[src/hw/rtl/fspq_pkg.sv]
// Shared types, constants and helpers of the frame slot present queue.
// Used by every module of the block; depends on nothing else.
`default_nettype none

package fspq_pkg;

  // Slot indexes wrap around the ring buffers, so the pool is a power of two.
  localparam int unsigned SLOTS    = 4;
  localparam int unsigned SLOT_W   = 2;
  localparam int unsigned CNT_W    = 3;
  localparam int unsigned ID_WIDTH = 32;
  localparam int unsigned LIMIT_W  = 4;
  localparam int unsigned ADDR_W   = 5;
  localparam int unsigned DATA_W   = 32;

  localparam logic [CNT_W-1:0]  SLOTS_C    = CNT_W'(SLOTS);
  localparam logic [SLOT_W-1:0] LAST_SLOT  = SLOT_W'(SLOTS - 1);

  // Operation codes carried in the mode field.
  localparam logic [3:0] MODE_ACQUIRE   = 4'd0;
  localparam logic [3:0] MODE_PUSH      = 4'd1;
  localparam logic [3:0] MODE_RELEASE   = 4'd2;
  localparam logic [3:0] MODE_PRESENT   = 4'd3;
  localparam logic [3:0] MODE_CANDIDATE = 4'd4;
  localparam logic [3:0] MODE_REUSE     = 4'd5;
  localparam logic [3:0] MODE_COMMIT    = 4'd6;
  localparam logic [3:0] MODE_DEFER     = 4'd7;
  localparam logic [3:0] MODE_RESYNC    = 4'd8;
  localparam logic [3:0] MODE_FFWD      = 4'd9;
  localparam logic [3:0] MODE_CLEAR     = 4'd10;

  // Result status codes.
  localparam logic [1:0] STAT_SLOT    = 2'd0;
  localparam logic [1:0] STAT_NONE    = 2'd1;
  localparam logic [1:0] STAT_IGNORED = 2'd2;

  // Register indexes of the configuration port.
  localparam logic [2:0] REG_LEGACY   = 3'd0;
  localparam logic [2:0] REG_STEAL    = 3'd1;
  localparam logic [2:0] REG_REUSE    = 3'd2;
  localparam logic [2:0] REG_OLDEST   = 3'd3;
  localparam logic [2:0] REG_DEADLINE = 3'd4;
  localparam logic [2:0] REG_KEEP     = 3'd5;
  localparam logic [2:0] REG_TRIMSKIP = 3'd6;
  localparam logic [2:0] REG_LIMIT    = 3'd7;

  typedef struct packed {
    logic [3:0]        mode;
    logic [SLOT_W-1:0] slot;
  } in_word_t;

  typedef struct packed {
    logic [1:0]          status;
    logic [SLOT_W-1:0]   out_slot;
    logic [ID_WIDTH-1:0] frame_id;
    logic                reused_previous;
    logic                stolen;
    logic [CNT_W-1:0]    dropped_count;
    logic [CNT_W-1:0]    skipped_count;
    logic [CNT_W-1:0]    backlog_depth;
  } out_word_t;

  typedef struct packed {
    logic               legacy_mode;
    logic               allow_steal;
    logic               allow_reuse;
    logic               prefer_oldest;
    logic               allow_deadline_drop;
    logic               keep_backlog;
    logic               trim_is_skip;
    logic [LIMIT_W-1:0] backlog_limit;
  } cfg_t;

  // Register values after reset: reuse allowed, backlog of one frame.
  localparam cfg_t CFG_RESET = '{
    legacy_mode:         1'b0,
    allow_steal:         1'b0,
    allow_reuse:         1'b1,
    prefer_oldest:       1'b0,
    allow_deadline_drop: 1'b0,
    keep_backlog:        1'b0,
    trim_is_skip:        1'b0,
    backlog_limit:       LIMIT_W'(1)
  };

  // One write port and one read port of a slot ring memory.
  typedef struct packed {
    logic              we;
    logic [SLOT_W-1:0] waddr;
    logic [SLOT_W-1:0] wdata;
    logic [SLOT_W-1:0] raddr;
  } mem_req_t;

  typedef enum logic [14:0] {
    ST_INIT  = 15'b000000000000001,
    ST_IDLE  = 15'b000000000000010,
    ST_DEC   = 15'b000000000000100,
    ST_POPRD = 15'b000000000001000,
    ST_POPWR = 15'b000000000010000,
    ST_PUT0  = 15'b000000000100000,
    ST_FLRD  = 15'b000000001000000,
    ST_FLWR  = 15'b000000010000000,
    ST_TRRD  = 15'b000000100000000,
    ST_TRWR  = 15'b000001000000000,
    ST_PUT1  = 15'b000010000000000,
    ST_PUT2  = 15'b000100000000000,
    ST_PUSH  = 15'b001000000000000,
    ST_SWEEP = 15'b010000000000000,
    ST_OUT   = 15'b100000000000000
  } ctrl_state_e;

  // Backlog limit clamped to 1..SLOTS-1.
  function automatic logic [CNT_W-1:0] clamp_limit(input logic [LIMIT_W-1:0] lim);
    logic [CNT_W-1:0] res;
    if (lim > LIMIT_W'(SLOTS - 1)) begin
      res = CNT_W'(SLOTS - 1);
    end else if (lim == '0) begin
      res = CNT_W'(1);
    end else begin
      res = lim[CNT_W-1:0];
    end
    return res;
  endfunction

endpackage

`default_nettype wire

[src/hw/rtl/fspq_mem.sv]
// Small synchronous slot memory, one write and one registered read port.
// Depends on fspq_pkg for widths and the request struct.
`default_nettype none

module fspq_mem (
  input  wire logic                      clk_i,
  input  wire fspq_pkg::mem_req_t        req_i,
  output logic [fspq_pkg::SLOT_W-1:0]    rdata_o
);

  logic [fspq_pkg::SLOT_W-1:0] mem [fspq_pkg::SLOTS];

  always_ff @(posedge clk_i) begin
    if (req_i.we) begin
      mem[req_i.waddr] <= req_i.wdata;
    end
    rdata_o <= mem[req_i.raddr];
  end

endmodule

`default_nettype wire

[src/hw/rtl/fspq_cfg.sv]
// APB-style configuration registers of the frame slot present queue.
// Depends on fspq_pkg for the register indexes and the config struct.
`default_nettype none

module fspq_cfg (
  input  wire logic                          clk_i,
  input  wire logic                          rst_ni,
  input  wire logic                          psel,
  input  wire logic                          penable,
  input  wire logic                          pwrite,
  input  wire logic [fspq_pkg::ADDR_W-1:0]   paddr,
  input  wire logic [fspq_pkg::DATA_W-1:0]   pwdata,
  output logic      [fspq_pkg::DATA_W-1:0]   prdata,
  output logic                               pready,
  output fspq_pkg::cfg_t                     cfg_o
);

  fspq_pkg::cfg_t cfg_q;
  logic [2:0]     idx;
  logic           wr_en;

  assign idx    = paddr[4:2];
  assign wr_en  = psel && penable && pwrite;
  assign pready = 1'b1;
  assign cfg_o  = cfg_q;

  always_ff @(posedge clk_i or negedge rst_ni) begin
    if (!rst_ni) begin
      cfg_q <= fspq_pkg::CFG_RESET;
    end else if (wr_en) begin
      unique case (idx)
        fspq_pkg::REG_LEGACY:   cfg_q.legacy_mode         <= pwdata[0];
        fspq_pkg::REG_STEAL:    cfg_q.allow_steal         <= pwdata[0];
        fspq_pkg::REG_REUSE:    cfg_q.allow_reuse         <= pwdata[0];
        fspq_pkg::REG_OLDEST:   cfg_q.prefer_oldest       <= pwdata[0];
        fspq_pkg::REG_DEADLINE: cfg_q.allow_deadline_drop <= pwdata[0];
        fspq_pkg::REG_KEEP:     cfg_q.keep_backlog        <= pwdata[0];
        fspq_pkg::REG_TRIMSKIP: cfg_q.trim_is_skip        <= pwdata[0];
        fspq_pkg::REG_LIMIT:    cfg_q.backlog_limit       <= pwdata[fspq_pkg::LIMIT_W-1:0];
        default: ;
      endcase
    end
  end

  always_comb begin
    prdata = '0;
    unique case (idx)
      fspq_pkg::REG_LEGACY:   prdata[0] = cfg_q.legacy_mode;
      fspq_pkg::REG_STEAL:    prdata[0] = cfg_q.allow_steal;
      fspq_pkg::REG_REUSE:    prdata[0] = cfg_q.allow_reuse;
      fspq_pkg::REG_OLDEST:   prdata[0] = cfg_q.prefer_oldest;
      fspq_pkg::REG_DEADLINE: prdata[0] = cfg_q.allow_deadline_drop;
      fspq_pkg::REG_KEEP:     prdata[0] = cfg_q.keep_backlog;
      fspq_pkg::REG_TRIMSKIP: prdata[0] = cfg_q.trim_is_skip;
      fspq_pkg::REG_LIMIT:    prdata[fspq_pkg::LIMIT_W-1:0] = cfg_q.backlog_limit;
      default: ;
    endcase
  end

endmodule

`default_nettype wire

[src/hw/rtl/fspq_ctrl.sv]
// Operation sequencer of the frame slot present queue: decodes a word,
// walks the free ring and the present ring memories and builds the result.
// Depends on fspq_pkg; drives the two fspq_mem instances of the top level.
`default_nettype none

module fspq_ctrl (
  input  wire logic                          clk_i,
  input  wire logic                          rst_ni,
  input  wire fspq_pkg::cfg_t                cfg_i,
  input  wire logic                          in_valid_i,
  output logic                               in_ready_o,
  input  wire fspq_pkg::in_word_t            in_data_i,
  output logic                               out_valid_o,
  input  wire logic                          out_ready_i,
  output fspq_pkg::out_word_t                out_data_o,
  output fspq_pkg::mem_req_t                 fmem_req_o,
  input  wire logic [fspq_pkg::SLOT_W-1:0]   fmem_rdata_i,
  output fspq_pkg::mem_req_t                 pmem_req_o,
  input  wire logic [fspq_pkg::SLOT_W-1:0]   pmem_rdata_i
);

  localparam int unsigned SW = fspq_pkg::SLOT_W;
  localparam int unsigned CW = fspq_pkg::CNT_W;

  fspq_pkg::ctrl_state_e state_q, state_d;

  logic [3:0]    mode_q;
  logic [SW-1:0] slot_q;

  // Ring pointers and fill counts.
  logic [SW-1:0] fh_q, ph_q;
  logic [CW-1:0] fc_q, pc_q;

  logic          pend_v_q, prev_v_q, supp_q;
  logic [SW-1:0] pend_s_q, prev_s_q;
  logic [fspq_pkg::ID_WIDTH-1:0] next_id_q;

  // Plan of the current operation, set when it is decoded.
  logic          pop_en_q, pop_free_q, pop_back_q;
  logic          put0_en_q, put1_en_q, put2_en_q;
  logic [SW-1:0] put0_val_q, put1_val_q, put2_val_q;
  logic          flush_en_q, trim_en_q, push_en_q, push_tail_q, sweep_en_q;
  logic [CW-1:0] trim_lim_q;
  logic [SW-1:0] push_val_q;

  // Decoded plan, taken into the plan registers in the decode state.
  logic          pop_en_d, pop_free_d, pop_back_d;
  logic          put0_en_d, put1_en_d, put2_en_d;
  logic [SW-1:0] put0_val_d, put1_val_d, put2_val_d;
  logic          flush_en_d, trim_en_d, push_en_d, push_tail_d, sweep_en_d;
  logic [CW-1:0] trim_lim_d;
  logic [SW-1:0] push_val_d;
  logic [1:0]    status_d;
  logic [SW-1:0] oslot_d;
  logic          reused_d, stolen_d, cnt_en_d, cnt_skip_d;
  logic [CW-1:0] cnt_d;

  // Result under construction.
  logic [1:0]    status_q;
  logic [SW-1:0] oslot_q;
  logic [fspq_pkg::ID_WIDTH-1:0] fid_q;
  logic          reused_q, stolen_q, cnt_en_q, cnt_skip_q;
  logic [CW-1:0] cnt_q;

  logic [SW-1:0] sweep_q;

  logic                 ov_q;
  fspq_pkg::out_word_t  out_q;

  logic          put_en, put_do, push_do, out_load;
  logic [SW-1:0] put_val, back_idx;
  logic [CW-1:0] lim;

  assign back_idx   = ph_q + pc_q[SW-1:0] - SW'(1);
  assign lim        = fspq_pkg::clamp_limit(cfg_i.backlog_limit);
  assign in_ready_o = (state_q == fspq_pkg::ST_IDLE);
  assign out_load   = (state_q == fspq_pkg::ST_OUT) && (!ov_q || out_ready_i);
  assign out_valid_o = ov_q;
  assign out_data_o  = out_q;
  assign push_do    = (state_q == fspq_pkg::ST_PUSH) && push_en_q && (pc_q < fspq_pkg::SLOTS_C);

  // One free-ring put per cycle; a put into a full ring is dropped.
  always_comb begin
    put_en  = 1'b0;
    put_val = pmem_rdata_i;
    case (state_q)
      fspq_pkg::ST_PUT0: begin
        put_en  = put0_en_q;
        put_val = put0_val_q;
      end
      fspq_pkg::ST_PUT1: begin
        put_en  = put1_en_q;
        put_val = put1_val_q;
      end
      fspq_pkg::ST_PUT2: begin
        put_en  = put2_en_q;
        put_val = put2_val_q;
      end
      fspq_pkg::ST_FLWR, fspq_pkg::ST_TRWR: put_en = 1'b1;
      default: ;
    endcase
    put_do = put_en && (fc_q < fspq_pkg::SLOTS_C);
  end

  always_comb begin
    fmem_req_o.raddr = fh_q;
    if (state_q == fspq_pkg::ST_INIT || state_q == fspq_pkg::ST_SWEEP) begin
      fmem_req_o.we    = 1'b1;
      fmem_req_o.waddr = sweep_q;
      fmem_req_o.wdata = sweep_q;
    end else begin
      fmem_req_o.we    = put_do;
      fmem_req_o.waddr = fh_q + fc_q[SW-1:0];
      fmem_req_o.wdata = put_val;
    end
    pmem_req_o.we    = push_do;
    pmem_req_o.waddr = push_tail_q ? (ph_q + pc_q[SW-1:0]) : (ph_q - SW'(1));
    pmem_req_o.wdata = push_val_q;
    if (state_q == fspq_pkg::ST_FLRD ||
        (state_q == fspq_pkg::ST_POPRD && !pop_back_q)) begin
      pmem_req_o.raddr = ph_q;
    end else begin
      pmem_req_o.raddr = back_idx;
    end
  end

  always_comb begin
    state_d = state_q;
    unique case (state_q)
      fspq_pkg::ST_INIT:  if (sweep_q == fspq_pkg::LAST_SLOT) state_d = fspq_pkg::ST_IDLE;
      fspq_pkg::ST_IDLE:  if (in_valid_i) state_d = fspq_pkg::ST_DEC;
      fspq_pkg::ST_DEC:   state_d = fspq_pkg::ST_POPRD;
      fspq_pkg::ST_POPRD: state_d = pop_en_q ? fspq_pkg::ST_POPWR : fspq_pkg::ST_PUT0;
      fspq_pkg::ST_POPWR: state_d = fspq_pkg::ST_PUT0;
      fspq_pkg::ST_PUT0:  state_d = fspq_pkg::ST_FLRD;
      fspq_pkg::ST_FLRD:
        state_d = (flush_en_q && pc_q != '0) ? fspq_pkg::ST_FLWR : fspq_pkg::ST_TRRD;
      fspq_pkg::ST_FLWR:  state_d = fspq_pkg::ST_FLRD;
      fspq_pkg::ST_TRRD:
        state_d = (trim_en_q && pc_q > trim_lim_q) ? fspq_pkg::ST_TRWR : fspq_pkg::ST_PUT1;
      fspq_pkg::ST_TRWR:  state_d = fspq_pkg::ST_TRRD;
      fspq_pkg::ST_PUT1:  state_d = fspq_pkg::ST_PUT2;
      fspq_pkg::ST_PUT2:  state_d = fspq_pkg::ST_PUSH;
      fspq_pkg::ST_PUSH:  state_d = sweep_en_q ? fspq_pkg::ST_SWEEP : fspq_pkg::ST_OUT;
      fspq_pkg::ST_SWEEP: if (sweep_q == fspq_pkg::LAST_SLOT) state_d = fspq_pkg::ST_OUT;
      fspq_pkg::ST_OUT:   if (out_load) state_d = fspq_pkg::ST_IDLE;
      default:            state_d = fspq_pkg::ST_IDLE;
    endcase
  end

  // Decode of the latched word into the plan and the first result fields.
  always_comb begin
    pop_en_d    = 1'b0;
    pop_free_d  = 1'b0;
    pop_back_d  = 1'b0;
    put0_en_d   = 1'b0;
    put1_en_d   = 1'b0;
    put2_en_d   = 1'b0;
    put0_val_d  = slot_q;
    put1_val_d  = pend_s_q;
    put2_val_d  = prev_s_q;
    flush_en_d  = 1'b0;
    trim_en_d   = 1'b0;
    trim_lim_d  = lim;
    push_en_d   = 1'b0;
    push_tail_d = 1'b0;
    push_val_d  = slot_q;
    sweep_en_d  = 1'b0;
    status_d    = fspq_pkg::STAT_NONE;
    oslot_d     = '0;
    reused_d    = 1'b0;
    stolen_d    = 1'b0;
    cnt_d       = '0;
    cnt_en_d    = 1'b0;
    cnt_skip_d  = 1'b0;
    unique case (mode_q)
      fspq_pkg::MODE_ACQUIRE: begin
        if (fc_q != '0) begin
          pop_en_d   = 1'b1;
          pop_free_d = 1'b1;
        end else if ((cfg_i.legacy_mode || cfg_i.allow_steal) && pc_q != '0) begin
          pop_en_d   = 1'b1;
          pop_back_d = 1'b1;
          stolen_d   = 1'b1;
        end
      end
      fspq_pkg::MODE_PUSH: begin
        if (!cfg_i.legacy_mode) begin
          trim_en_d  = 1'b1;
          trim_lim_d = lim - CW'(1);
          cnt_en_d   = 1'b1;
          cnt_skip_d = cfg_i.trim_is_skip;
        end
        push_en_d = 1'b1;
      end
      fspq_pkg::MODE_RELEASE: begin
        if (fc_q >= fspq_pkg::SLOTS_C) status_d = fspq_pkg::STAT_IGNORED;
        else put0_en_d = 1'b1;
      end
      fspq_pkg::MODE_PRESENT: begin
        if (pc_q == '0) begin
          if ((cfg_i.legacy_mode || (!supp_q && cfg_i.allow_reuse)) && prev_v_q) begin
            oslot_d  = prev_s_q;
            reused_d = 1'b1;
            status_d = fspq_pkg::STAT_SLOT;
          end
        end else begin
          put0_en_d  = prev_v_q;
          put0_val_d = prev_s_q;
          pop_en_d   = 1'b1;
          flush_en_d = 1'b1;
          cnt_en_d   = 1'b1;
        end
      end
      fspq_pkg::MODE_CANDIDATE: begin
        if (pend_v_q) begin
          oslot_d  = pend_s_q;
          status_d = fspq_pkg::STAT_SLOT;
        end else if (pc_q == '0) begin
          if (!supp_q && cfg_i.allow_reuse && prev_v_q) begin
            oslot_d  = prev_s_q;
            reused_d = 1'b1;
            status_d = fspq_pkg::STAT_SLOT;
          end
        end else begin
          pop_en_d   = 1'b1;
          pop_back_d = cfg_i.prefer_oldest;
          flush_en_d = !cfg_i.allow_deadline_drop && !cfg_i.keep_backlog;
          cnt_en_d   = 1'b1;
        end
      end
      fspq_pkg::MODE_REUSE: begin
        if (!supp_q && cfg_i.allow_reuse && prev_v_q) begin
          oslot_d  = prev_s_q;
          reused_d = 1'b1;
          status_d = fspq_pkg::STAT_SLOT;
        end
      end
      fspq_pkg::MODE_COMMIT: begin
        if (!pend_v_q || slot_q != pend_s_q) begin
          status_d = fspq_pkg::STAT_IGNORED;
        end else begin
          put0_en_d  = prev_v_q && (prev_s_q != slot_q);
          put0_val_d = prev_s_q;
          flush_en_d = !cfg_i.keep_backlog;
          trim_en_d  = 1'b1;
          cnt_en_d   = 1'b1;
          cnt_skip_d = cfg_i.trim_is_skip;
        end
      end
      fspq_pkg::MODE_DEFER: begin
        if (!pend_v_q || slot_q != pend_s_q) begin
          status_d = fspq_pkg::STAT_IGNORED;
        end else if (cfg_i.allow_deadline_drop && !cfg_i.prefer_oldest) begin
          put0_en_d  = 1'b1;
          put0_val_d = pend_s_q;
          cnt_d      = CW'(1);
          cnt_en_d   = 1'b1;
        end else begin
          push_en_d   = 1'b1;
          push_val_d  = pend_s_q;
          push_tail_d = !(!cfg_i.allow_deadline_drop && cfg_i.prefer_oldest);
        end
      end
      fspq_pkg::MODE_RESYNC: begin
        flush_en_d = 1'b1;
        put1_en_d  = pend_v_q;
        put2_en_d  = prev_v_q;
      end
      fspq_pkg::MODE_FFWD: begin
        flush_en_d = 1'b1;
        put1_en_d  = pend_v_q;
      end
      fspq_pkg::MODE_CLEAR: sweep_en_d = 1'b1;
      default: status_d = fspq_pkg::STAT_IGNORED;
    endcase
  end

  always_ff @(posedge clk_i or negedge rst_ni) begin
    if (!rst_ni) begin
      state_q   <= fspq_pkg::ST_INIT;
      sweep_q   <= '0;
      fh_q      <= '0;
      fc_q      <= fspq_pkg::SLOTS_C;
      ph_q      <= '0;
      pc_q      <= '0;
      pend_v_q  <= 1'b0;
      pend_s_q  <= '0;
      prev_v_q  <= 1'b0;
      prev_s_q  <= '0;
      supp_q    <= 1'b0;
      next_id_q <= fspq_pkg::ID_WIDTH'(1);
      ov_q      <= 1'b0;
    end else begin
      state_q <= state_d;

      if (put_do) fc_q <= fc_q + CW'(1);

      unique case (state_q)
        fspq_pkg::ST_INIT, fspq_pkg::ST_SWEEP: begin
          sweep_q <= sweep_q + SW'(1);
          if (sweep_q == fspq_pkg::LAST_SLOT) begin
            fh_q <= '0;
            fc_q <= fspq_pkg::SLOTS_C;
          end
        end
        fspq_pkg::ST_DEC: begin
          unique case (mode_q)
            fspq_pkg::MODE_PRESENT: begin
              if (pc_q != '0) begin
                prev_v_q <= 1'b0;
                if (!cfg_i.legacy_mode) supp_q <= 1'b0;
              end
            end
            fspq_pkg::MODE_CANDIDATE: begin
              if (!pend_v_q && pc_q != '0) supp_q <= 1'b0;
            end
            fspq_pkg::MODE_COMMIT: begin
              if (!pend_v_q || slot_q != pend_s_q) begin
                if (prev_v_q && slot_q == prev_s_q) supp_q <= 1'b0;
              end else begin
                prev_s_q <= slot_q;
                prev_v_q <= 1'b1;
                pend_v_q <= 1'b0;
                supp_q   <= 1'b0;
              end
            end
            fspq_pkg::MODE_DEFER: begin
              if (pend_v_q && slot_q == pend_s_q &&
                  cfg_i.allow_deadline_drop && !cfg_i.prefer_oldest) begin
                pend_v_q <= 1'b0;
              end
            end
            fspq_pkg::MODE_RESYNC: begin
              pend_v_q <= 1'b0;
              prev_v_q <= 1'b0;
              supp_q   <= 1'b1;
            end
            fspq_pkg::MODE_FFWD: begin
              pend_v_q <= 1'b0;
              supp_q   <= 1'b0;
            end
            fspq_pkg::MODE_CLEAR: begin
              pc_q     <= '0;
              pend_v_q <= 1'b0;
              prev_v_q <= 1'b0;
              supp_q   <= 1'b0;
            end
            default: ;
          endcase
        end
        fspq_pkg::ST_POPWR: begin
          if (pop_free_q) begin
            fh_q <= fh_q + SW'(1);
            fc_q <= fc_q - CW'(1);
          end else begin
            pc_q <= pc_q - CW'(1);
            if (!pop_back_q) ph_q <= ph_q + SW'(1);
          end
          if (mode_q == fspq_pkg::MODE_ACQUIRE) next_id_q <= next_id_q + fspq_pkg::ID_WIDTH'(1);
          if (mode_q == fspq_pkg::MODE_PRESENT) begin
            prev_s_q <= pop_free_q ? fmem_rdata_i : pmem_rdata_i;
            prev_v_q <= 1'b1;
          end
          if (mode_q == fspq_pkg::MODE_CANDIDATE) begin
            pend_s_q <= pmem_rdata_i;
            pend_v_q <= 1'b1;
          end
        end
        fspq_pkg::ST_FLWR: begin
          ph_q <= ph_q + SW'(1);
          pc_q <= pc_q - CW'(1);
        end
        fspq_pkg::ST_TRWR: pc_q <= pc_q - CW'(1);
        fspq_pkg::ST_PUSH: begin
          if (push_do) begin
            pc_q <= pc_q + CW'(1);
            if (!push_tail_q) ph_q <= ph_q - SW'(1);
            if (mode_q == fspq_pkg::MODE_DEFER) pend_v_q <= 1'b0;
          end
        end
        default: ;
      endcase

      if (out_load) begin
        ov_q <= 1'b1;
      end else if (out_ready_i) begin
        ov_q <= 1'b0;
      end
    end
  end

  // Payload, plan and result registers.
  always_ff @(posedge clk_i) begin
    if (state_q == fspq_pkg::ST_IDLE && in_valid_i) begin
      mode_q <= in_data_i.mode;
      slot_q <= in_data_i.slot;
    end

    if (out_load) begin
      out_q.status          <= status_q;
      out_q.out_slot        <= oslot_q;
      out_q.frame_id        <= fid_q;
      out_q.reused_previous <= reused_q;
      out_q.stolen          <= stolen_q;
      out_q.dropped_count   <= (cnt_en_q && !cnt_skip_q) ? cnt_q : '0;
      out_q.skipped_count   <= (cnt_en_q && cnt_skip_q) ? cnt_q : '0;
      out_q.backlog_depth   <= pc_q;
    end

    case (state_q)
      fspq_pkg::ST_DEC: begin
        pop_en_q    <= pop_en_d;
        pop_free_q  <= pop_free_d;
        pop_back_q  <= pop_back_d;
        put0_en_q   <= put0_en_d;
        put1_en_q   <= put1_en_d;
        put2_en_q   <= put2_en_d;
        put0_val_q  <= put0_val_d;
        put1_val_q  <= put1_val_d;
        put2_val_q  <= put2_val_d;
        flush_en_q  <= flush_en_d;
        trim_en_q   <= trim_en_d;
        trim_lim_q  <= trim_lim_d;
        push_en_q   <= push_en_d;
        push_tail_q <= push_tail_d;
        push_val_q  <= push_val_d;
        sweep_en_q  <= sweep_en_d;
        status_q    <= status_d;
        oslot_q     <= oslot_d;
        fid_q       <= '0;
        reused_q    <= reused_d;
        stolen_q    <= stolen_d;
        cnt_q       <= cnt_d;
        cnt_en_q    <= cnt_en_d;
        cnt_skip_q  <= cnt_skip_d;
      end
      fspq_pkg::ST_POPWR: begin
        oslot_q  <= pop_free_q ? fmem_rdata_i : pmem_rdata_i;
        status_q <= fspq_pkg::STAT_SLOT;
        if (mode_q == fspq_pkg::MODE_ACQUIRE) fid_q <= next_id_q;
      end
      fspq_pkg::ST_FLWR, fspq_pkg::ST_TRWR: cnt_q <= cnt_q + CW'(1);
      fspq_pkg::ST_PUSH: begin
        if (push_en_q && pc_q >= fspq_pkg::SLOTS_C) status_q <= fspq_pkg::STAT_IGNORED;
      end
      default: ;
    endcase
  end

endmodule

`default_nettype wire

[src/hw/rtl/frame_slot_present_queue.sv]
// Top level of the frame slot present queue: configuration registers,
// operation sequencer and the two slot ring memories. Depends on fspq_pkg.
`default_nettype none

// A pool of four frame slots moves between a free ring, a present ring
// (newest frame at the front), a pending candidate and the previously shown
// frame. Each accepted word runs one operation and yields exactly one result
// word. After reset the block fills the free ring with slots zero upward
// before it accepts its first word; the clear operation runs the same fill.
// An operation is decoded, may pop a slot from a ring and put one back,
// flushes and trims queued frames (each moved frame is one read of the
// present ring memory followed by one write into the free ring memory), may
// put two more slots back and push a frame and, for clear, refills the free
// ring; a new word can be taken in the cycle after its result enters the
// output register. The result register holds a finished word while the next
// one is processed. The user must write configuration through the APB port
// only while the block is idle; the block itself does not enforce this.

module frame_slot_present_queue (
  input  wire logic                          clk_i,
  input  wire logic                          rst_ni,
  input  wire logic                          psel,
  input  wire logic                          penable,
  input  wire logic                          pwrite,
  input  wire logic [fspq_pkg::ADDR_W-1:0]   paddr,
  input  wire logic [fspq_pkg::DATA_W-1:0]   pwdata,
  output logic      [fspq_pkg::DATA_W-1:0]   prdata,
  output logic                               pready,
  input  wire logic                          in_valid_i,
  output logic                               in_ready_o,
  input  wire fspq_pkg::in_word_t            in_data_i,
  output logic                               out_valid_o,
  input  wire logic                          out_ready_i,
  output fspq_pkg::out_word_t                out_data_o
);

  fspq_pkg::cfg_t     cfg;
  fspq_pkg::mem_req_t fmem_req, pmem_req;
  logic [fspq_pkg::SLOT_W-1:0] fmem_rdata, pmem_rdata;

  fspq_cfg u_cfg (
    .clk_i   (clk_i),
    .rst_ni  (rst_ni),
    .psel    (psel),
    .penable (penable),
    .pwrite  (pwrite),
    .paddr   (paddr),
    .pwdata  (pwdata),
    .prdata  (prdata),
    .pready  (pready),
    .cfg_o   (cfg)
  );

  // Free ring: slots available to the renderer, oldest released first.
  fspq_mem u_free_mem (
    .clk_i   (clk_i),
    .req_i   (fmem_req),
    .rdata_o (fmem_rdata)
  );

  // Present ring: queued frames, front entry is the newest.
  fspq_mem u_present_mem (
    .clk_i   (clk_i),
    .req_i   (pmem_req),
    .rdata_o (pmem_rdata)
  );

  fspq_ctrl u_ctrl (
    .clk_i        (clk_i),
    .rst_ni       (rst_ni),
    .cfg_i        (cfg),
    .in_valid_i   (in_valid_i),
    .in_ready_o   (in_ready_o),
    .in_data_i    (in_data_i),
    .out_valid_o  (out_valid_o),
    .out_ready_i  (out_ready_i),
    .out_data_o   (out_data_o),
    .fmem_req_o   (fmem_req),
    .fmem_rdata_i (fmem_rdata),
    .pmem_req_o   (pmem_req),
    .pmem_rdata_i (pmem_rdata)
  );

  // A result without a slot carries no slot, id or slot flags.
  assert property (@(posedge clk_i) disable iff (!rst_ni)
    (out_valid_o && out_data_o.status != fspq_pkg::STAT_SLOT) |->
      (out_data_o.out_slot == '0 && out_data_o.frame_id == '0 &&
       !out_data_o.reused_previous && !out_data_o.stolen))
    else $error("slot fields set on a result without a slot");

  // Drops and skips are never reported together, and depth fits the pool.
  assert property (@(posedge clk_i) disable iff (!rst_ni)
    out_valid_o |-> ((out_data_o.dropped_count == '0 || out_data_o.skipped_count == '0) &&
                     out_data_o.backlog_depth <= fspq_pkg::SLOTS_C))
    else $error("inconsistent drop, skip or depth report");

  // A stolen slot and a reused previous frame are different sources.
  assert property (@(posedge clk_i) disable iff (!rst_ni)
    out_valid_o |-> !(out_data_o.stolen && out_data_o.reused_previous))
    else $error("slot reported as both stolen and reused");

endmodule

`default_nettype wire
[config.mk]
export PLATFORM = sky130hd
export DESIGN_NAME = frame_slot_present_queue
export DESIGN_NICKNAME = d
export VERILOG_FILES = /design/src/hw/rtl/fspq_pkg.sv /design/src/hw/rtl/fspq_mem.sv /design/src/hw/rtl/fspq_cfg.sv /design/src/hw/rtl/fspq_ctrl.sv /design/src/hw/rtl/frame_slot_present_queue.sv
export SDC_FILE = /design/constraint.sdc
export NUM_CORES = 1
export LEC_CHECK = 0
export BUFFER_PORTS_ARGS = -buffer_cell sky130_fd_sc_hd__buf_2
export CORE_MARGIN = 5
export CORE_UTILIZATION = 40
export DETAILED_ROUTE_END_ITERATION = 8
export GPL_TIMING_DRIVEN = 0
export HOLD_SLACK_MARGIN = 0.1
export SYNTH_ARGS = -nofsm -noshare
export SYNTH_HDL_FRONTEND = slang
export SYNTH_SLANG_ARGS = --single-unit
[constraint.sdc]
create_clock -name clk_i -period 4.7 [get_ports clk_i]
set_clock_uncertainty 0.15 [all_clocks]
set_input_delay 0.235 -clock clk_i [delete_from_list [all_inputs] [get_ports clk_i]]
set_output_delay 0.235 -clock clk_i [all_outputs]
set_load 0.01 [all_outputs]
# Word-level counts from Yosys, hierarchy flattened
# Memory sizes are Yosys's and may differ from the RTL's. A register that Yosys moved wholly into a read port is not among the register bits.
# Index checks and enable logic that the tools add are counted.
# totals
reg_bits,196
mem_bits_rw,16
in_bits,50
out_inout_bits,82
mem_count,2
# memory_table
memory,depth,width,rd,rd_clocked_by_memory_dff,wr,line_no,source
u_free_mem.mem,4,2,1,1,1,fspq_mem.sv:11,logic [fspq_pkg::SLOT_W-1:0] mem [fspq_pkg::SLOTS];
u_present_mem.mem,4,2,1,1,1,fspq_mem.sv:11,
# op_classes
n_addsub,14
order_cmp,6
eq_ne,64
muxes,133
n_bitwise,1
reduce_logical,85
# ops
cell,count
15-bit one-hot mux with 14 select lines,1
15-bit 2-to-1 mux,5
32-bit one-hot mux with 2 select lines,1
2-bit 2-to-1 mux,30
1-bit 2-to-1 mux,50
3-bit 2-to-1 mux,13
32-bit by 1-bit adder with 32-bit output (second input constant),1
32-bit 2-to-1 mux,1
2-bit one-hot mux with 3 select lines,5
1-bit logical AND,26
2-bit inequality test (second input constant),12
2-bit AND reduction,12
2-bit by 1-bit inequality test with 1-bit output (second input constant),9
4-bit by 3-bit == test with 1-bit output (second input constant),4
15-bit by 1-bit == test with 1-bit output (second input constant),1
15-bit by 10-bit == test with 1-bit output (second input constant),1
15-bit by 11-bit == test with 1-bit output (second input constant),1
15-bit by 12-bit == test with 1-bit output (second input constant),1
15-bit by 13-bit == test with 1-bit output (second input constant),1
15-bit by 14-bit == test with 1-bit output (second input constant),1
15-bit == test (second input constant),1
15-bit by 2-bit == test with 1-bit output (second input constant),1
15-bit by 3-bit == test with 1-bit output (second input constant),1
15-bit by 4-bit == test with 1-bit output (second input constant),1
56 further kinds,123

# Longest topological paths before layout
# logic_depth
depth_word,8
mapped_depth,11

# By module
# Synthesis repeated with hierarchy kept, for this count alone.
# unflattened
hier_cells,805
area_unflattened_um2,9967.1
# modules_own_cells
mod,instances,cells_per_inst,area_per_inst_um2
fspq_ctrl,1,688,8390.5
fspq_cfg,1,85,848.3
fspq_mem,2,16,364.1

# Worst setup path before layout
# Ideal clock, no wire load.
# synth_timing
kind,flip-flop to flip-flop
from,reg u_ctrl.state_q[4]
to,reg u_ctrl.out_q (netlist bit u_ctrl.out_data_o[0]) (enable)
setup_time_ns,0.467
arrival_time_ns,3.670
t_required_ns,4.083
slack_ns,0.413
stages_incl_launch_ff,6
cell_sequence,dfrtp_1 > clkbuf_1 > or4_1 > nor3_1 > nand3_1 > a21oi_1
# synth_between
elab_chain_cells,2
# synth_lines
item,line_no,source
start: declaration,fspq_ctrl.sv:25,"fspq_pkg::ctrl_state_e state_q, state_d;"
start signal: assignment,fspq_ctrl.sv:281,state_q <= fspq_pkg::ST_INIT;
start signal: assignment,fspq_ctrl.sv:295,state_q <= state_d;
15-bit == test,fspq_ctrl.sv:77,assign out_load = (state_q == fspq_pkg::ST_OUT) && (!ov_q || out_ready_i);
1-bit logical AND,fspq_ctrl.sv:77,
via u_ctrl.out_load,fspq_ctrl.sv:70,"logic put_en, put_do, push_do, out_load;"
end: declaration,fspq_ctrl.sv:68,fspq_pkg::out_word_t out_q;
# The timed path passes the listed nets, and every way through them passes these cells.
# A chain may end at the register's enable or synchronous reset.

# Worst setup path in the final report
# layout_timing
from,reg u_ctrl.state_q[4]
to,reg u_ctrl.supp_q
# layout_between
elab_chain_cells,2
# layout_lines
item,line_no,source
15-bit by 3-bit == test with 1-bit output,fspq_ctrl.sv:299,unique case (state_q)
6-bit AND reduction (no line),-,
end signal: assignment,fspq_ctrl.sv:312,if (!cfg_i.legacy_mode) supp_q <= 1'b0;
end signal: assignment,fspq_ctrl.sv:316,if (!pend_v_q && pc_q != '0) supp_q <= 1'b0;
end signal: assignment,fspq_ctrl.sv:320,if (prev_v_q && slot_q == prev_s_q) supp_q <= 1'b0;
end: declaration,fspq_ctrl.sv:34,"logic pend_v_q, prev_v_q, supp_q;"
# Every way passes these cells.

==> impl_metrics.csv <==
group,metric,value,unit
clocking,clk_latency,510,ps
synth,ys_types,76,
timing,setup_slack,786.2,ps
timing,period_needed,3914,ps
placement,placedCellCount,1244,
timing,fmax,0.2555,GHz
hold_path,hold_start,"paddr[3]",
hold_path,hp-class,"primary input to flip-flop",
finish,antennaDiodeCount,0,
floorplanning,io_pins,132,
power,p_per_area,433.7,nW/um^2
clocking,cts_buffer_depth,3,
floorplanning,die-area,28150,sq um
grt,grt_pass1_vias,6526,
routing,wl_met1,9656,um
timing,hold_viol,0,
routing,first_pass_iters,5,
synth,ys_ff_latch,216,
synth,syn_area,9957,sq um
floorplanning,die_w,167.8,um
routing,drc,0,
setup_path,reg2reg_to,"u_ctrl.supp_q",
timing,fin_crit_sh,83.27,%
floorplanning,core,24390,sq um
routing,routedWlPerCell,16.44,um
placement,port_buffers,70,
synth,synth_cells,821,
synth,yosysWarnings,0,
power,peakVddDrop,0.2520,mV
routing,wl_met3,939,um
routing,ant_nets,0,
job,cap_violations,0,
clocking,post_cts_buffers,0,
clocking,cts.sinks,216,
synth,synth_edf_count,134,
setup_path,startpoint_type,"flip-flop",
grt,grt_max_degree,52,
floorplanning,rows,57,
routing,vias,6562,
finish,fillers,2244,
clocking,htree_levels,1,
placement,dpl_worst_slack,831.8,ps
setup_path,r2r_start,"u_ctrl.state_q[4]",
synth,synth_flop_cell,"edfxtp_1",
routing,wirelength,21500,um
placement,gp_congestion,0.8731,
clocking,cts_buffers,24,
clocking,path_clk_slew,60,ps
floorplanning,start_util,40.82,%
setup_path,path_max_fanout,29,
setup_path,reg2reg_depth,10,
clocking,cts_tree,"done",
timing,tightest_slew,1138,ps
synth,synth_area_per_cell,12.13,sq um
placement,dp_hpwl,15550,um
finish,area_delta_synth_final,18.86,%
routing,top_layer_used,"met4",
finish,finalNonFillerCells,1308,
grt,grt_use_total,15.24,%
setup_path,crit_path_end_kind,"flip-flop",
finish,fin_nets,1029,
timing,setup_viol,0,
status,outcome,"finished clean",
grt,antenna_found_initial,0,
routing,dr_wl_met2,10390,um
synth,async_flop_share,36.11,%
synth,yosysSeqAreaShare,60.88,%
grt,grt_pass1_wl,34950,um
finish,drive_gt1_share,18.70,%
hold_path,min_delay_path_depth,3,
power,power_leakage,0.004868,uW
timing,grt_setup_unrepaired,"no",
clocking,root_buffer,"clkbuf_16",
routing,routed_via_density,5.017,
setup_path,r2r_setup_slack,790,ps
grt,overflow,0,
setup_path,arrival,4150,ps
routing,drt-initial-drc-count,432,
setup_path,cp.required,4940,ps
setup_path,crit_type,"flip-flop to flip-flop",
timing,maxSlewViolCount,0,
timing,maxSlewHeadroom,24.03,%
floorplanning,die_h,167.8,um
hold_path,whs_endpoint,"u_cfg.cfg_o[10]",
==> power by group <==
part	internal, uW	switching, uW	leakage (uW)
clock	1040	720	0.000361
sequential	2260	159	0.00235
combinational	368	594	0.00216
total	3660	1470	0.00487
==> metal layers <==
layer / global-route usage, % / up-vias
li1: - / 3224
met1: 20.70 / 3141
met2: 25.61 / 160
met3: 2.321 / 37
met4: 4.234 / 0
met5: 0 / -
==> kinds of logic after synthesis <==
kind of cell               count (synthesis)  synth area share, %
and+or+nand+nor                          328                18.61
DFF                                      216                60.88
AOI/OAI and AO/OA                        102                6.736
buffers and inverters                     82                4.335
xor gates and xnor gates                  50                4.398
muxes                                     28                3.255
adders and majority gates                 13                1.709
other                                      2              0.07542
==> flip-flops by register name, summed over array words and instances (netlist names), 3 cells and up <==
register           count
u_cfg.cfg_o           11
u_ctrl.cnt_q           3
u_ctrl.fc_q            3
u_ctrl.fid_q          32
u_ctrl.mode_q          4
u_ctrl.next_id_q      32
u_ctrl.out_data_o     47
u_ctrl.pc_q            3
u_ctrl.state_q        15
u_ctrl.trim_lim_q      3
u_free_mem.mem         8
u_present_mem.mem      8
==> what timing repair did <==
item                      CTS  global route
hold endpoints to repair   99             0
hold buffers               20             0
resized for setup           0             0
==> critical path: stages, from the launching register on <==
cell and delay (ps):
dfrtp_1 360, clkbuf_1 170, nor4_1 350, buf_2 290, nand2_1 180, nor2_1 280
nand2_1 350, inv_1 960, o41a_1 320, o21ai_0 90, mux2_2 270
==> through the flow <==
| step | setup TNS [ps] | hold WS (ps) | instance area (sq um) | utilization [%] | total power, uW |
|---|---|---|---|---|---|
| 2_1_floorplan | 0 | -210.6 | 10060 | - | 3082 |
| 5_1_grt | 0 | 185.1 | 11840 | 48.52 | 5390 |
| 3_3_place_gp | -52730 | 251.5 | 10810 | 44.34 | 3380 |
| 4_1_cts | 0 | 143.5 | 11830 | 48.51 | 5181 |
| 6_report | 0 | 166.8 | 11840 | 48.52 | 5133 |
| 3_5_place_dp | 0 | 45.22 | 10880 | 44.59 | 3392 |
==> worst max path at each step <==
stage / from / endpoint / slack, ps / depth (start not counted)
2_1_floorplan: u_ctrl.state_q[4] / u_ctrl.out_data_o[0] / 410 / 5
3_3_place_gp: u_ctrl.state_q[4] / u_ctrl.out_data_o[15] / -1130 / 5
3_5_place_dp: u_ctrl.state_q[4] / u_ctrl.supp_q / 830 / 10
4_1_cts: u_ctrl.state_q[4] / u_ctrl.supp_q / 810 / 10
5_1_grt: u_ctrl.state_q[4] / u_ctrl.supp_q / 440 / 10
6_report: u_ctrl.state_q[4] / u_ctrl.supp_q / 790 / 10
==> cell type report <==
type	instances	area, sq um	area share, %
sequential	216	6062	51.22
multi-input combinational	550	3578	30.24
clock buffer	35	661.9	5.593
timing repair buffer	92	610.6	5.159
tap	324	405.4	3.425
buffer	55	330.3	2.791
inverter	27	101.3	0.8563
clock inverter	9	85.08	0.7189
==> synth_stat cells, types with 3 or more instances <==
cell      number  area share (%)
clkbuf_1      21            0.79
nand4_1       11            0.69
xor2_1        15             1.3
mux2i_1       11             1.1
or4b_1         3            0.30
dfrtp_1       73              18
inv_1         25            0.94
o21ai_0       27             1.4
or2_2          3            0.19
nor4_4         3            0.64
buf_4         30             2.3
ha_1          12             1.5
o22ai_1        6            0.38
or4_1          7            0.53
a31oi_1        5            0.31
and3_1        11            0.69
dfxtp_1        4            0.80
nor4_1         5            0.31
dfstp_2        5             1.3
a211oi_1       4            0.30
nor2_1        62             2.3
edfxtp_1     134              40
nor3_1        17            0.85
xnor2_1       35             3.1
nor2b_1        8            0.50
nor4b_1        9            0.79
a21oi_1       21             1.1
or3_1          9            0.57
and4_1         8            0.70
a22oi_1        5            0.38
nor3b_1        5            0.38
a21o_1         5            0.38
mux2_2        15             1.7
nand2b_1      11            0.69
and2_1        46             2.9
buf_2          3            0.15
nand3_1       32             1.6
o211ai_1       5            0.38
nand2_1       62             2.3
==> cells in the final DEF, fill, tap and decap left out, types with 6 or more instances in the layout <==
cell             n
a21oi_1         20
and2_1          46
and3_1          11
and4_1           8
buf_2           72
buf_4           31
clkbuf_1        30
clkbuf_16       24
conb_1          29
dfrtp_1         73
dlygate4sd3_1   19
edfxtp_1       134
ha_1            12
inv_1           25
mux2_2          15
mux2i_1         11
nand2_1         61
nand2b_1        11
nand3_1         32
nand4_1         11
nor2_1          62
nor2b_1          8
nor3_1          17
nor4b_1          9
o21ai_0         27
o22ai_1          6
or3_1            9
or4_1            7
xnor2_1         35
xor2_1          15
(Power assumes the default switching activity.)
